==> config.mk <==
export PLATFORM = sky130hd
export DESIGN_NAME = pwm_period_duty_calculator
export DESIGN_NICKNAME = d
export VERILOG_FILES = /design/src/hdl/pwm_pdc_pkg.sv /design/src/hdl/pwm_period_duty_calculator.sv /design/src/hdl/pwm_pdc_div_cell.sv /design/src/hdl/pwm_pdc_div_chain.sv
export SDC_FILE = /design/constraint.sdc
export NUM_CORES = 2
export LEC_CHECK = 0
export ABC_AREA = 0
export ABC_CLOCK_PERIOD_IN_PS = 42300
export BUFFER_PORTS_ARGS = -buffer_cell sky130_fd_sc_hd__buf_2
export CAP_MARGIN = 0
export CORE_MARGIN = 3
export CORE_UTILIZATION = 50
export CTS_BUF_LIST = sky130_fd_sc_hd__clkbuf_2
export CTS_CLUSTER_SIZE = 28
export DETAILED_ROUTE_END_ITERATION = 16
export PLACE_DENSITY = 0.64
export SETUP_SLACK_MARGIN = 0.2
export SLEW_MARGIN = 10
export SYNTH_ARGS = -nofsm -noshare
export SYNTH_HDL_FRONTEND = slang
export SYNTH_SLANG_ARGS = --single-unit
==> constraint.sdc <==
create_clock -name i_clk -period 42.3 [get_ports i_clk]
set_input_delay 4.23 -clock i_clk [delete_from_list [all_inputs] [get_ports i_clk]]
set_output_delay 4.23 -clock i_clk [all_outputs]
set_load 0.01 [all_outputs]
==> src/hdl/pwm_pdc_pkg.sv <==
// Shared widths, constants and status codes of the PWM period and duty calculator.
`default_nettype none

package pwm_pdc_pkg;

    localparam int FREQ_W    = 10;
    localparam int DUTY_W    = 7;
    localparam int COUNT_W   = 17;
    localparam int STATUS_W  = 2;
    localparam int PRODUCT_W = DUTY_W + COUNT_W;

    localparam int CLOCK_NUM = 10488000;
    localparam int PRESCALE  = 128;

    // floor(a / (b * c)) equals floor(floor(a / b) / c), so the prescale is folded in here.
    localparam logic [COUNT_W-1:0] PERIOD_NUM = COUNT_W'(CLOCK_NUM / PRESCALE);
    localparam logic [DUTY_W-1:0]  PERCENT    = DUTY_W'(100);
    localparam logic [COUNT_W-1:0] TIMER_MAX  = COUNT_W'(65535);

    typedef enum logic [STATUS_W-1:0] {
        ST_OK        = 2'd0,
        ST_ZERO_FREQ = 2'd1,
        ST_TOO_BIG   = 2'd2
    } t_status;

endpackage

`default_nettype wire

==> src/hdl/pwm_period_duty_calculator.sv <==
// Throughput: one word per unstalled cycle; each of the two 17-cell division rows retires one
// quotient bit per cell, with a multiplier stage between them and an output register.
// A stalled output holds the whole pipeline in place; a word is taken whenever o_stall is low.
// Reset is synchronous and active low; it clears every valid bit, data registers keep theirs.
`default_nettype none

module pwm_period_duty_calculator
    import pwm_pdc_pkg::*;
(
    input  wire logic                i_clk,
    input  wire logic                i_rst_n,
    input  wire logic                i_valid,
    output logic                     o_stall,
    input  wire logic [FREQ_W-1:0]   i_frequency_hz,
    input  wire logic [DUTY_W-1:0]   i_duty_percent,
    output logic                     o_valid,
    input  wire logic                i_stall,
    output logic [COUNT_W-1:0]       o_period_count,
    output logic [COUNT_W-1:0]       o_compare_count,
    output logic [STATUS_W-1:0]      o_status
);

    localparam int SIDE_B_W = COUNT_W + 1;

    logic                 w_en;

    logic                 w_a_valid;
    logic [COUNT_W-1:0]   w_a_num;
    logic [FREQ_W-1:0]    w_a_dvs;
    logic [DUTY_W-1:0]    w_a_side;

    logic                 r_mul_valid;
    logic [PRODUCT_W-1:0] r_product;
    logic [COUNT_W-1:0]   r_mul_period;
    logic                 r_mul_zero;

    logic                 w_b_valid;
    logic [COUNT_W-1:0]   w_b_num;
    logic [SIDE_B_W-1:0]  w_b_side;

    logic                 r_out_valid;
    logic [COUNT_W-1:0]   r_period;
    logic [COUNT_W-1:0]   r_compare;
    t_status              r_status;
    logic [COUNT_W-1:0]   n_period;
    logic [COUNT_W-1:0]   n_compare;
    t_status              n_status;

    // Everything moves together unless a finished word is waiting on a stalled sink.
    assign w_en    = !(r_out_valid && i_stall);
    assign o_stall = !w_en;

    pwm_pdc_div_chain #(
        .DVS_W  (FREQ_W),
        .NUM_W  (COUNT_W),
        .SIDE_W (DUTY_W)
    ) u_period_div (
        .i_clk   (i_clk),
        .i_rst_n (i_rst_n),
        .i_en    (w_en),
        .i_valid (i_valid),
        .i_rem   ('0),
        .i_num   (PERIOD_NUM),
        .i_dvs   (i_frequency_hz),
        .i_side  (i_duty_percent),
        .o_valid (w_a_valid),
        .o_rem   (),
        .o_num   (w_a_num),
        .o_dvs   (w_a_dvs),
        .o_side  (w_a_side)
    );

    always_ff @(posedge i_clk) begin
        if (!i_rst_n) begin
            r_mul_valid <= 1'b0;
        end else if (w_en) begin
            r_mul_valid <= w_a_valid;
        end
    end

    always_ff @(posedge i_clk) begin
        if (w_en) begin
            r_product    <= PRODUCT_W'(w_a_side) * PRODUCT_W'(w_a_num);
            r_mul_period <= w_a_num;
            r_mul_zero   <= (w_a_dvs == '0);
        end
    end

    // For a non-zero frequency the product never exceeds 127 * 81937, so its top bits start
    // below the divisor and seventeen steps give the whole quotient.
    pwm_pdc_div_chain #(
        .DVS_W  (DUTY_W),
        .NUM_W  (COUNT_W),
        .SIDE_W (SIDE_B_W)
    ) u_compare_div (
        .i_clk   (i_clk),
        .i_rst_n (i_rst_n),
        .i_en    (w_en),
        .i_valid (r_mul_valid),
        .i_rem   (r_product[PRODUCT_W-1:COUNT_W]),
        .i_num   (r_product[COUNT_W-1:0]),
        .i_dvs   (PERCENT),
        .i_side  ({r_mul_zero, r_mul_period}),
        .o_valid (w_b_valid),
        .o_rem   (),
        .o_num   (w_b_num),
        .o_dvs   (),
        .o_side  (w_b_side)
    );

    always_comb begin
        if (w_b_side[COUNT_W]) begin
            n_period  = '0;
            n_compare = '0;
            n_status  = ST_ZERO_FREQ;
        end else begin
            n_period  = w_b_side[COUNT_W-1:0];
            n_compare = w_b_num;
            n_status  = (w_b_side[COUNT_W-1:0] > TIMER_MAX) ? ST_TOO_BIG : ST_OK;
        end
    end

    always_ff @(posedge i_clk) begin
        if (!i_rst_n) begin
            r_out_valid <= 1'b0;
        end else if (w_en) begin
            r_out_valid <= w_b_valid;
        end
    end

    always_ff @(posedge i_clk) begin
        if (w_en) begin
            r_period  <= n_period;
            r_compare <= n_compare;
            r_status  <= n_status;
        end
    end

    assign o_valid         = r_out_valid;
    assign o_period_count  = r_period;
    assign o_compare_count = r_compare;
    assign o_status        = r_status;

endmodule

`default_nettype wire

==> src/hdl/pwm_pdc_div_cell.sv <==
// One restoring division step: trial subtract, one quotient bit, registered hand-over.
`default_nettype none

module pwm_pdc_div_cell #(
    parameter int DVS_W  = 10,
    parameter int NUM_W  = 17,
    parameter int SIDE_W = 7
) (
    input  wire logic              i_clk,
    input  wire logic              i_rst_n,
    input  wire logic              i_en,
    input  wire logic              i_valid,
    input  wire logic [DVS_W-1:0]  i_rem,
    input  wire logic [NUM_W-1:0]  i_num,
    input  wire logic [DVS_W-1:0]  i_dvs,
    input  wire logic [SIDE_W-1:0] i_side,
    output logic                   o_valid,
    output logic [DVS_W-1:0]       o_rem,
    output logic [NUM_W-1:0]       o_num,
    output logic [DVS_W-1:0]       o_dvs,
    output logic [SIDE_W-1:0]      o_side
);

    logic              r_valid;
    logic [DVS_W-1:0]  r_rem;
    logic [NUM_W-1:0]  r_num;
    logic [DVS_W-1:0]  r_dvs;
    logic [SIDE_W-1:0] r_side;

    logic [DVS_W:0]    w_trial;
    logic [DVS_W:0]    w_diff;
    logic              w_fit;
    logic [DVS_W-1:0]  n_rem;
    logic [NUM_W-1:0]  n_num;

    // The dividend leaves the top of the word as quotient bits enter at the bottom.
    always_comb begin
        w_trial = {i_rem, i_num[NUM_W-1]};
        w_diff  = w_trial - {1'b0, i_dvs};
        w_fit   = (w_trial >= {1'b0, i_dvs});
        n_rem   = w_fit ? w_diff[DVS_W-1:0] : w_trial[DVS_W-1:0];
        n_num   = {i_num[NUM_W-2:0], w_fit};
    end

    always_ff @(posedge i_clk) begin
        if (!i_rst_n) begin
            r_valid <= 1'b0;
        end else if (i_en) begin
            r_valid <= i_valid;
        end
    end

    always_ff @(posedge i_clk) begin
        if (i_en) begin
            r_rem  <= n_rem;
            r_num  <= n_num;
            r_dvs  <= i_dvs;
            r_side <= i_side;
        end
    end

    assign o_valid = r_valid;
    assign o_rem   = r_rem;
    assign o_num   = r_num;
    assign o_dvs   = r_dvs;
    assign o_side  = r_side;

endmodule

`default_nettype wire

==> src/hdl/pwm_pdc_div_chain.sv <==
// A row of division cells, one per quotient bit, each passing its word to the next.
`default_nettype none

module pwm_pdc_div_chain #(
    parameter int DVS_W  = 10,
    parameter int NUM_W  = 17,
    parameter int SIDE_W = 7
) (
    input  wire logic              i_clk,
    input  wire logic              i_rst_n,
    input  wire logic              i_en,
    input  wire logic              i_valid,
    input  wire logic [DVS_W-1:0]  i_rem,
    input  wire logic [NUM_W-1:0]  i_num,
    input  wire logic [DVS_W-1:0]  i_dvs,
    input  wire logic [SIDE_W-1:0] i_side,
    output logic                   o_valid,
    output logic [DVS_W-1:0]       o_rem,
    output logic [NUM_W-1:0]       o_num,
    output logic [DVS_W-1:0]       o_dvs,
    output logic [SIDE_W-1:0]      o_side
);

    logic              w_valid [NUM_W+1];
    logic [DVS_W-1:0]  w_rem   [NUM_W+1];
    logic [NUM_W-1:0]  w_num   [NUM_W+1];
    logic [DVS_W-1:0]  w_dvs   [NUM_W+1];
    logic [SIDE_W-1:0] w_side  [NUM_W+1];

    assign w_valid[0] = i_valid;
    assign w_rem[0]   = i_rem;
    assign w_num[0]   = i_num;
    assign w_dvs[0]   = i_dvs;
    assign w_side[0]  = i_side;

    for (genvar g = 0; g < NUM_W; g++) begin : g_cell
        pwm_pdc_div_cell #(
            .DVS_W  (DVS_W),
            .NUM_W  (NUM_W),
            .SIDE_W (SIDE_W)
        ) u_cell (
            .i_clk   (i_clk),
            .i_rst_n (i_rst_n),
            .i_en    (i_en),
            .i_valid (w_valid[g]),
            .i_rem   (w_rem[g]),
            .i_num   (w_num[g]),
            .i_dvs   (w_dvs[g]),
            .i_side  (w_side[g]),
            .o_valid (w_valid[g+1]),
            .o_rem   (w_rem[g+1]),
            .o_num   (w_num[g+1]),
            .o_dvs   (w_dvs[g+1]),
            .o_side  (w_side[g+1])
        );
    end

    assign o_valid = w_valid[NUM_W];
    assign o_rem   = w_rem[NUM_W];
    assign o_num   = w_num[NUM_W];
    assign o_dvs   = w_dvs[NUM_W];
    assign o_side  = w_side[NUM_W];

endmodule

`default_nettype wire

Word level (Yosys, flattened, before mapping)
Index checks and enable logic that the tools add are counted.

Bits in registers: 1423. Bits in latches: 0. RAM bits: 0. Memory bits (read-only): 0. Word-level logic and storage cells: 276. Memories: 0.

Add/sub/neg operators: 32. Multiply operators: 1. Div/mod/pow operators: 0. $lt $le $gt $ge: 35. Eq/ne operators: 0. Shift-type cells: 0. Multiplexer cells: 32. Bitwise logic cells: 0. Reductions and logical operators: 2.

Operators with widths (count): $ge 11x10->1 (16); $mux 10 (15); $sub 10x10->10 (15); $ge 8x7->1 const B (17); $mux 7 (16); $sub 7x7->7 const B (16); $mul 7x17->24 (1); $gt 17x16->1 const B (1); $ge 1x10->1 const A (1); $logic_not 10->1 (1); $sub 1x10->10 const A (1); $mux 2 (1); $logic_and 1x1->1 (1).

Longest topological paths before layout
Word-level depth: 2. Depth in mapped cells: 18.

By module
From an unflattened synthesis, not the netlist that was laid out.

Cells, all modules: 4664. Area, all modules: 73832.1 µm².

Modules (own cells, without submodules): pwm_pdc_div_cell (u_compare_div.g_cell[0].u_cell ...) (times used 17, cells each 110, area each 1951.9 µm², seq. area each 1491.4 µm²); pwm_pdc_div_cell (u_period_div.g_cell[0].u_cell ...) (times used 10, cells each 136, area each 2026.9 µm², seq. area each 1341.3 µm²); pwm_pdc_div_cell (u_period_div.g_cell[10].u_cell ...) (times used 7, cells each 122, area each 1980.6 µm², seq. area each 1341.3 µm²); pwm_period_duty_calculator (times used 1, cells each 580, area each 6516.2 µm², seq. area each 2382.3 µm²).

Worst setup path before layout
No wires, ideal clock.

Path kind: input to register. Start point: input port i_stall. End point: register r_compare[0], in the netlist o_compare_count[0], enable pin. Library setup time: 2.268 ns. Data arrival time: 41.366 ns. Data required time: 40.032 ns. Setup slack: -1.333 ns. Stages on the path: 2. Path through: nand2_1 > clkbuf_1.

Longest elaborated chain between the ends: 1.

Ends and longest elaborated chain: start, declared (RTL line pwm_period_duty_calculator.sv:17) `input wire logic i_stall,`; $logic_and 1x1->1 (RTL line pwm_period_duty_calculator.sv:50) `assign w_en = !(r_out_valid && i_stall);`; end signal, assigned (RTL line pwm_period_duty_calculator.sv:134) `r_compare <= n_compare;`; end, declared (RTL line pwm_period_duty_calculator.sv:43) `logic [COUNT_W-1:0] r_compare;`.

No other way between the ends. A chain may end at the register's enable or synchronous reset.

Worst setup path in the final report
Start point: input port i_stall. End point: output port o_stall.

Longest elaborated chain between the ends: 1.

Ends and longest elaborated chain: $logic_and 1x1->1 (RTL line pwm_period_duty_calculator.sv:50); end, declared (RTL line pwm_period_duty_calculator.sv:13) `output logic o_stall,`.

No other way between the ends.

==> results.yml <==
status:
  status: "finished clean"
floorplan:
  die_w_um: 343.1
  ioPinCount: 59
  dieArea_sq_um: 117700
  core_area_sq_um: 112700
  die_height_um: 343.1
  start_util_pct: 50.45
  placement_rows: 123
global_routing:
  track_usage_pct: 13.92
  grt_max_degree: 207
  grt_pass1_vias: 28640
  grt_pass1_wl_um: 134100
  grt_overflow: 0
  antenna_found_initial: 2
yosys:
  ys_ff_latch: 1405
  synth-edff-count: 1369
  netlist.top_cell.by_area: "edfxtp_1"
  post-synth-top-count-cell: "edfxtp_1"
  synth-seq-area-share_pct: 73.60
  syn_nets: 3838
  synth_top_area_share_pct: 72.33
  synth_area_sq_um: 56830
  synth_cell_types: 74
  yosys_warnings: 0
  synth_ff_type: "edfxtp_1"
  synthTopCellsByCount: "edfxtp_1 (1,369), inv_1 (321), nand2_1 (233)"
  synthTopCellsByArea: "edfxtp_1 (72%), ha_1 (5.1%), fa_1 (3.1%)"
  synthCells: 3496
  synthArstFlopShare_pct: 0
  syn_area_per_cell_sq_um: 16.26
setup_path:
  crit_fanout: 44
  worstSetupEndpointType: "primary output"
  critical_path_arrival_ns: 5.39
  cpLargestDelayFamily: "buffers and inverters"
  crit_buf_inv: 3
  crit_top_cell: "buf_2"
  critPathSlowestCell: "inv_2"
  path_cells: "buf_2 > nand2_4 > inv_2 > buf_2"
  startpoint_type: "input port"
  critical_path_class: "input port to primary output"
  critical_path_required_ns: 38.07
  max_stage_delay_ns: 0.55
layout:
  layout.nets: 4249
  fin_util_pct: 55.00
  syn_to_final_growth_pct: 9.013
  drive_gt1_share_pct: 17.38
  design_area_sq_um: 61950
placement:
  dp_hpwl_um: 48330
  post_dp_cell_area_sq_um: 59080
  place_congestion: 0.7722
  io_buffers: 58
sta:
  period_needed_ns: 9.619
  report.final.setup_viol: 0
  worst_pin_slew_ns: 1.128
  slew_headroom_pct: 24.83
  rsz0062_at_grt: "false"
  hold_violations: 0
  fin_tns_setup_ns: 0
  max_freq_mhz: 104.0
  skew_ns: 0.1493
  finalCritPeriodShare_pct: 22.74
  drv_slew: 0
pwr:
  p_int_mw: 2.864
  seqPwrFrac_pct: 52.8
  swShare_pct: 30.39
  clockPowerShare_pct: 19.8
  pwr-share-comb_pct: 27.4
  vdd_drop_max_uv: 83.05
  power.density_nw_per_um2: 66.40
  leakage_nw: 25.61
  p_switching_mw: 1.250
clock_network:
  cts-root-buf: "clkbuf_2"
  clk_latency_ns: 1.56
  cts-buffers-inserted: 361
  post_cts_buffers: 0
  htree_levels: 5
  cts_hold_buf: 0
  clock_sinks: 1405
  cts_tree: "done"
  cts_resized: 0
  clockBufferDepth: 4
  clkTransAtPathRegs_ns: 0.10
routing:
  drt_wl_total_um: 79220
  routed-via-count: 27829
  drt_iter0_drc: 1479
  drc: 0
  via_per_inst: 4.943
  dr.pass1.iters: 5
  detail-route-antenna-nets: 0
  wl_per_cell_um: 14.07
run:
  max_cap_viol_count: 0
hold_path:
  hold_class: "flip-flop to flip-flop"
layer usage:
layer	wire length, um	global-route usage, %	vias to the layer above	share of wire, %
met5	0	0	-	0
met4	2295	7.346	0	2.9
met3	3202	3.704	167	4.0
met2	39020	22.77	458	49
met1	34700	17.03	13372	44
li1	-	-	13832	-
power by group through the flow:
stage               clock (mW)  combinational [mW]  sequential [mW]
detailed placement           0                1.14             2.21
global placement             0                1.12             2.19
global route             0.939                1.31             2.21
floorplan                    0               0.916             2.15
finish                   0.814                1.13             2.17
CTS                      0.868                1.15             2.18
placed cells by master (no fill, tap or decap), types with 14 or more instances in the layout:
cell type and count:
and2_1 105, a21oi_1 102, fa_1 89, nand2b_1 32, a21boi_0 44, xor2_1 43
o31ai_1 28, nor2b_1 75, nand3_1 28, o21a_1 30, clkinv_1 63, nand4_1 18
nor2_1 119, mux2_2 75, a31o_2 16, o21ai_0 126, nor3_1 33, buf_2 58
xnor2_1 119, edfxtp_1 1369, inv_1 321, or2_2 14, ha_1 232, nand2_1 232
mux2i_1 14, buf_4 21, a211o_1 20, clkbuf_2 492, a21o_1 23, dfxtp_1 36
registers in the layout, indices dropped and copies added (netlist names):
name	cells
u_compare_div.g_cell.u_cell.o_rem	111
u_period_div.g_cell.u_cell.o_num	153
o_valid	1
u_period_div.g_cell.u_cell.o_valid	17
o_compare_count	17
o_period_count	17
u_compare_div.g_cell.u_cell.o_num	273
o_status	2
u_period_div.g_cell.u_cell.o_rem	160
r_mul_valid	1
u_period_div.g_cell.u_cell.o_side	119
u_compare_div.g_cell.u_cell.o_valid	17
u_compare_div.g_cell.u_cell.o_side	306
r_mul_zero	1
u_period_div.g_cell.u_cell.o_dvs	170
r_product	23
r_mul_period	17
final timing paths:
kind                            slack, ns                                                  to  depth (start not counted)                                                from
worst max-delay path                32.68                                             o_stall                          4                                             i_stall
worst min-delay path                 0.32  u_compare_div.g_cell[16].u_cell.o_num[4]$_DFFE_PN_                          0  u_compare_div.g_cell[15].u_cell.o_num[3]$_DFFE_PN_
worst max register to register      36.70                             r_product[22]$_DFFE_PN_                         15  u_period_div.g_cell[16].u_cell.o_side[6]$_DFFE_PN_
worst min register to register       0.32  u_compare_div.g_cell[16].u_cell.o_num[4]$_DFFE_PN_                          0  u_compare_div.g_cell[15].u_cell.o_num[3]$_DFFE_PN_
logic make-up after synthesis:
family,synth area share [%]
xor+xnor,2.497
mux,1.733
buf+inv,2.364
compound gates,5.599
fa+ha+maj,8.243
flops,73.60
simple gates,5.962
layout make-up:
class | count | area (sq um)
antenna | 11 | 27.53
clock buffer | 492 | 2462
clock inverter | 83 | 387.9
fill | 9203 | 50700
inverter | 322 | 1209
multi-input combinational | 1736 | 13670
sequential | 1405 | 41830
tap | 1500 | 1877
timing repair buffer | 81 | 488.0
stage by stage:
stage	hold slack, ns	cells	power, mW	setup slack (ns)
after floorplan	0.4003	3496	3.065	19.66
after global placement	0.4002	5044	3.316	32.66
after detailed placement	0.4045	5044	3.344	32.65
after CTS	0.2978	5619	4.192	32.65
after global routing	0.3108	5630	4.462	32.53
final	0.3238	5630	4.114	32.68
Note: power is estimated with default switching activity, not from simulation.
